$ cat src/design/srm_pkg.sv
package srm_pkg;

	localparam int MAX_SIDES = 16;
	localparam int VEC_W = 32;
	localparam int IDX_W = 4;
	localparam int SIU_W = 5;
	localparam int PROD_W = 2 * VEC_W;
	localparam int ACC_W = PROD_W + 2;
	localparam int CNT_W = $clog2(MAX_SIDES + 1);
	localparam int CMP_W = (CNT_W > IDX_W) ? CNT_W : IDX_W;
	localparam int FRAC_W = 30;
	localparam int ADDR_W = 5;
	localparam int DATA_W = 32;

	localparam logic MODE_LOAD = 1'b0;
	localparam logic MODE_QUERY = 1'b1;

	typedef enum logic [2:0] {
		REG_CONE_X = 3'd0,
		REG_CONE_Y = 3'd1,
		REG_CONE_Z = 3'd2,
		REG_COS_RADIUS = 3'd3,
		REG_SIDES = 3'd4
	} reg_idx_t;

	typedef struct packed {
		logic signed [VEC_W-1:0] cone_x;
		logic signed [VEC_W-1:0] cone_y;
		logic signed [VEC_W-1:0] cone_z;
		logic signed [VEC_W-1:0] cos_radius;
		logic [SIU_W-1:0] sides_in_use;
	} cfg_t;

	typedef struct packed {
		logic valid;
		logic mode;
		logic [IDX_W-1:0] side_index;
		logic signed [VEC_W-1:0] vec_x;
		logic signed [VEC_W-1:0] vec_y;
		logic signed [VEC_W-1:0] vec_z;
		logic cone_flag;
		logic poly_flag;
	} flow_t;

endpackage

$ cat src/design/srm_regs.sv
module srm_regs import srm_pkg::*; (
	input  logic              clk,
	input  logic              arst_n,
	input  logic              psel,
	input  logic              penable,
	input  logic              pwrite,
	input  logic [ADDR_W-1:0] paddr,
	input  logic [DATA_W-1:0] pwdata,
	output logic [DATA_W-1:0] prdata,
	output logic              pready,
	output cfg_t              cfg
);

	cfg_t cfg_q;
	logic wr_en;
	logic [2:0] reg_sel;

	assign pready = 1'b1;
	assign wr_en = psel && penable && pwrite;
	assign reg_sel = paddr[ADDR_W-1:2];
	assign cfg = cfg_q;

	always_ff @(posedge clk or negedge arst_n) begin
		if (!arst_n) begin
			cfg_q.cone_x <= '0;
			cfg_q.cone_y <= '0;
			cfg_q.cone_z <= VEC_W'(1 << FRAC_W);
			cfg_q.cos_radius <= VEC_W'(1 << FRAC_W);
			cfg_q.sides_in_use <= '0;
		end else if (wr_en) begin
			unique case (reg_sel)
				REG_CONE_X: cfg_q.cone_x <= pwdata;
				REG_CONE_Y: cfg_q.cone_y <= pwdata;
				REG_CONE_Z: cfg_q.cone_z <= pwdata;
				REG_COS_RADIUS: cfg_q.cos_radius <= pwdata;
				REG_SIDES: cfg_q.sides_in_use <= pwdata[SIU_W-1:0];
				default: ;
			endcase
		end
	end

	always_comb begin
		unique case (reg_sel)
			REG_CONE_X: prdata = cfg_q.cone_x;
			REG_CONE_Y: prdata = cfg_q.cone_y;
			REG_CONE_Z: prdata = cfg_q.cone_z;
			REG_COS_RADIUS: prdata = cfg_q.cos_radius;
			REG_SIDES: prdata = DATA_W'(cfg_q.sides_in_use);
			default: prdata = '0;
		endcase
	end

endmodule

$ cat config.mk
export PLATFORM = sky130hd
export DESIGN_NAME = srm_regs
export DESIGN_NICKNAME = d
export VERILOG_FILES = /design/src/design/srm_pkg.sv /design/src/design/srm_regs.sv
export SDC_FILE = /design/constraint.sdc
export NUM_CORES = 1
export LEC_CHECK = 0
export ABC_AREA = 1
export BUFFER_PORTS_ARGS = -buffer_cell sky130_fd_sc_hd__buf_4
export CAP_MARGIN = 20
export CORE_MARGIN = 5
export CORE_UTILIZATION = 39
export CTS_CLUSTER_SIZE = 14
export DETAILED_ROUTE_END_ITERATION = 10
export PLACE_DENSITY = 0.65
export SYNTH_ARGS = -nofsm -noshare
export SYNTH_HDL_FRONTEND = slang
export SYNTH_SLANG_ARGS = --single-unit
$ cat constraint.sdc
create_clock -name clk -period 1.4 [get_ports clk]
set_input_delay 0.28 -clock clk [delete_from_list [all_inputs] [get_ports clk]]
set_output_delay 0.28 -clock clk [all_outputs]
set_load 0.005 [all_outputs]
==> impl_results.md <==
* Status: finished, violations left
* Failing checks: negative setup slack
* Initial antenna violation count at 0
* Setup TNS at -3.85 ns
* Synth Cell Area at 6620 µm²
* Total of max-cap violations at 0
* Part of the power in the clock network at 0.330
* Number of flip-flops in the largest register at 133
* Switch Pwr at 4.15 mW
* Fmax at 633 MHz
* Die Ht at between 100 and 150 µm
* WHS Path Cells at 3
* R2r endpoint: cfg[29]
* CTS tree: yes
* First-pass GRT wire length at 32600 µm
* FP Rows at 47
* Max-slew violations at 0
* Crit path largest cell delay at 0.53 ns
* All-Layer GR Usage at 0.209
* Via-per-instance ratio at 4.76
* Total number of vias at ~6300
* Cts bufs inserted at 17
* Count of flip-flops with a built-in enable after synthesis at 0
* Final worst slack at -0.179 ns
* Hold WC Path Type: primary input to flip-flop
* Prevailing post-synth register cell: dfrtp_1
* Power Density at 1360 nW/µm²
* Crit end category: primary output
* PortBufs at 204
* CP top delay family: flip-flops
* Slowest-stage cell, CP: dfstp_2
* Detail Route Antenna Nets at 0
* Area grow syn2layout at 60.1%
* Remaining DRCs at 0
* # clock sinks at 133
* Die Wd at around 140 µm
* Worst Skew at 0 ns
* IO Count at 208
* Fin. Hold Viols at 0
* Reg clk slew, reported paths at 0.06 ns
* Htree depth at 4
* Aggregate routed wire length at 21300 µm
* Internal at around 10 mW
* R2r setup slk at ~0.080 ns
* Number of iterations in the first detailed-routing pass at 5
* Die ar. at 19700 µm²
* Crit-path max FO at 2
* GPL Wtd Cong at 0.783
* Total grt overflow at 0
* Netlist cell types at 25
* Setup violators final at 42
* Core area at 16600 µm²
* Start of the worst register-to-register path: cfg[29]
* Seq cells post-synth at ~130
* Unrepaired setup endpoints after global routing: true
* Largest net degree at the start of global routing at 47
* Switching Fraction at 0.287
* Leakage at 5.43 nW
* Crit path launch: cfg[67]
* DP Cell Count at approximately 1200
* Layout cells sized above 1 at 0.493
* Final Net Count at 1134
* Tmin final at 1.58 ns
* Final instance area at 10600 µm²
* Final worst path period share at 1.13
* CTS max path bufs at 2
* # diodes at 0
* Worst setup path category: flip-flop to primary output
* Worst Path Buf+Inv at 3
* WL/cell at roughly 16 µm
* Commonest non-fill, non-tap cell in the layout: buf_4
* Placed Area at between 8000 and 9000 µm²
* Most used cell, CP: inv_1
* WP data required at 1.12 ns
* First DRT Iteration DRCs at ~310
* CP cell instances: inv_1 > o21ai_2 > inv_1 > nand2_1 > buf_4
* Hpwl dp at 14000 µm
* Comb power frac at 0.311
* Sequential power share at 0.359
* Synthesized area per cell at ~8.7 µm²
* Final std cells w/o fill at 1325
* FFs w/ async S/R, synth at 1.00
* Post-synthesis sequential area ratio at 0.503
* Startpoint Class: flip-flop
* Starting Density at 0.398
* VDD IR max at 0.825 mV
* Commonest non-fill, non-tap cells in the layout: buf_4 (267), nand2_1 (174), dfrtp_1 (131)
* Mapped Cells at 761
* Root Driver: clkbuf_16
* Worst Hold End: cfg[5]
* Hold path start: pwdata[0]
* Worst path arrival time at 1.30 ns
* R2r worst-path depth at 9
* Vias in the first global route at slightly above 6000
* Synth Warn # at 0
* Synth Net Count at 803
* Clock Latency Late Sink at 0.42 ns
==> how the worst max path moves through the flow <==
stage,endpoint,slack (ns),depth (start not counted)
floorplan,prdata[10],0.08,8
global placement,prdata[29],-0.08,8
detailed placement,prdata[23],-0.11,8
CTS,prdata[30],-0.22,5
global route,prdata[30],-0.28,5
finish,prdata[30],-0.18,5
==> Yosys cell counts, types with 5 or more instances <==
cell,number,area share
nand3_4,5,0.013
nand3_1,38,0.029
inv_1,120,0.068
a21oi_1,27,0.020
o21ai_1,38,0.029
dfrtp_1,131,0.50
buf_2,15,0.011
nand2_1,179,0.10
o21ai_2,71,0.094
o21ai_0,53,0.040
buf_6,23,0.039
nand4_1,8,0.0076
nor2_1,34,0.019
buf_4,5,0.0057
==> what timing repair did <==
action                                  CTS  global route
setup buffers                            70            39
pin swaps                                57            43
resized for setup                        32           121
cloned                                    0             4
endpoints found under the setup margin   32            40
endpoints found under the hold margin    32             0
hold buffers                              1             0
==> layout make-up <==
type | instances | area, µm²
multi-input cells | 460 | 2640
fillers | 1369 | 6050
flip-flops and latches | 133 | 3330
clock buffers | 20 | 447
clock inverters | 12 | 179
repair buffers | 355 | 3240
well taps | 220 | 275
inverters | 125 | 484
==> stage by stage <==
step           total power, mW  hold WS, ns  utilization  setup slack, ns
3_3_place_gp              8.39        0.249        0.520          -0.0817
6_report                  14.5       0.0678        0.637           -0.179
2_1_floorplan             6.44      -0.0156            -           0.0791
4_1_cts                   13.9       0.0493        0.595           -0.219
5_1_grt                   15.2       0.0567        0.637           -0.277
3_5_place_dp              8.45        0.248        0.520           -0.109
==> power groups by stage <==
stage               registers, mW  clock network, mW  logic, mW
floorplan                    5.23                  0       1.20
global placement             5.24                  0       3.14
detailed placement           5.25                  0       3.20
CTS                          5.12               4.84       3.98
global route                 5.28               5.04       4.89
finish                       5.18               4.77       4.49
==> metal layers <==
metal  global-route usage  vias to the layer above  wire length [µm]
met2                0.348                      193             10400
met1                0.262                     2996              8890
met3               0.0545                       40              1430
li1                     -                     3075                 -
met5                    0                        -                 0
met4               0.0775                        0               543
==> worst register-to-register path: cells and delay by family, from the launching register on <==
| kind | cells | cell delay, ns |
|---|---|---|
| buf+inv | 8 | 0.80 |
| flops | 1 | 0.35 |
| compound gates | 1 | 0.11 |
==> logic make-up (layout without fill, tap and decap cells) <==
logic type      count (synthesis)  in the layout  share of synthesized area
other cells                     1              1                   0.000567
compound gates                189            189                      0.183
buf+inv                       168            512                      0.129
simple gates                  270            270                      0.184
flops                         133            133                      0.503
Note: power is estimated with default switching activity, not from simulation.
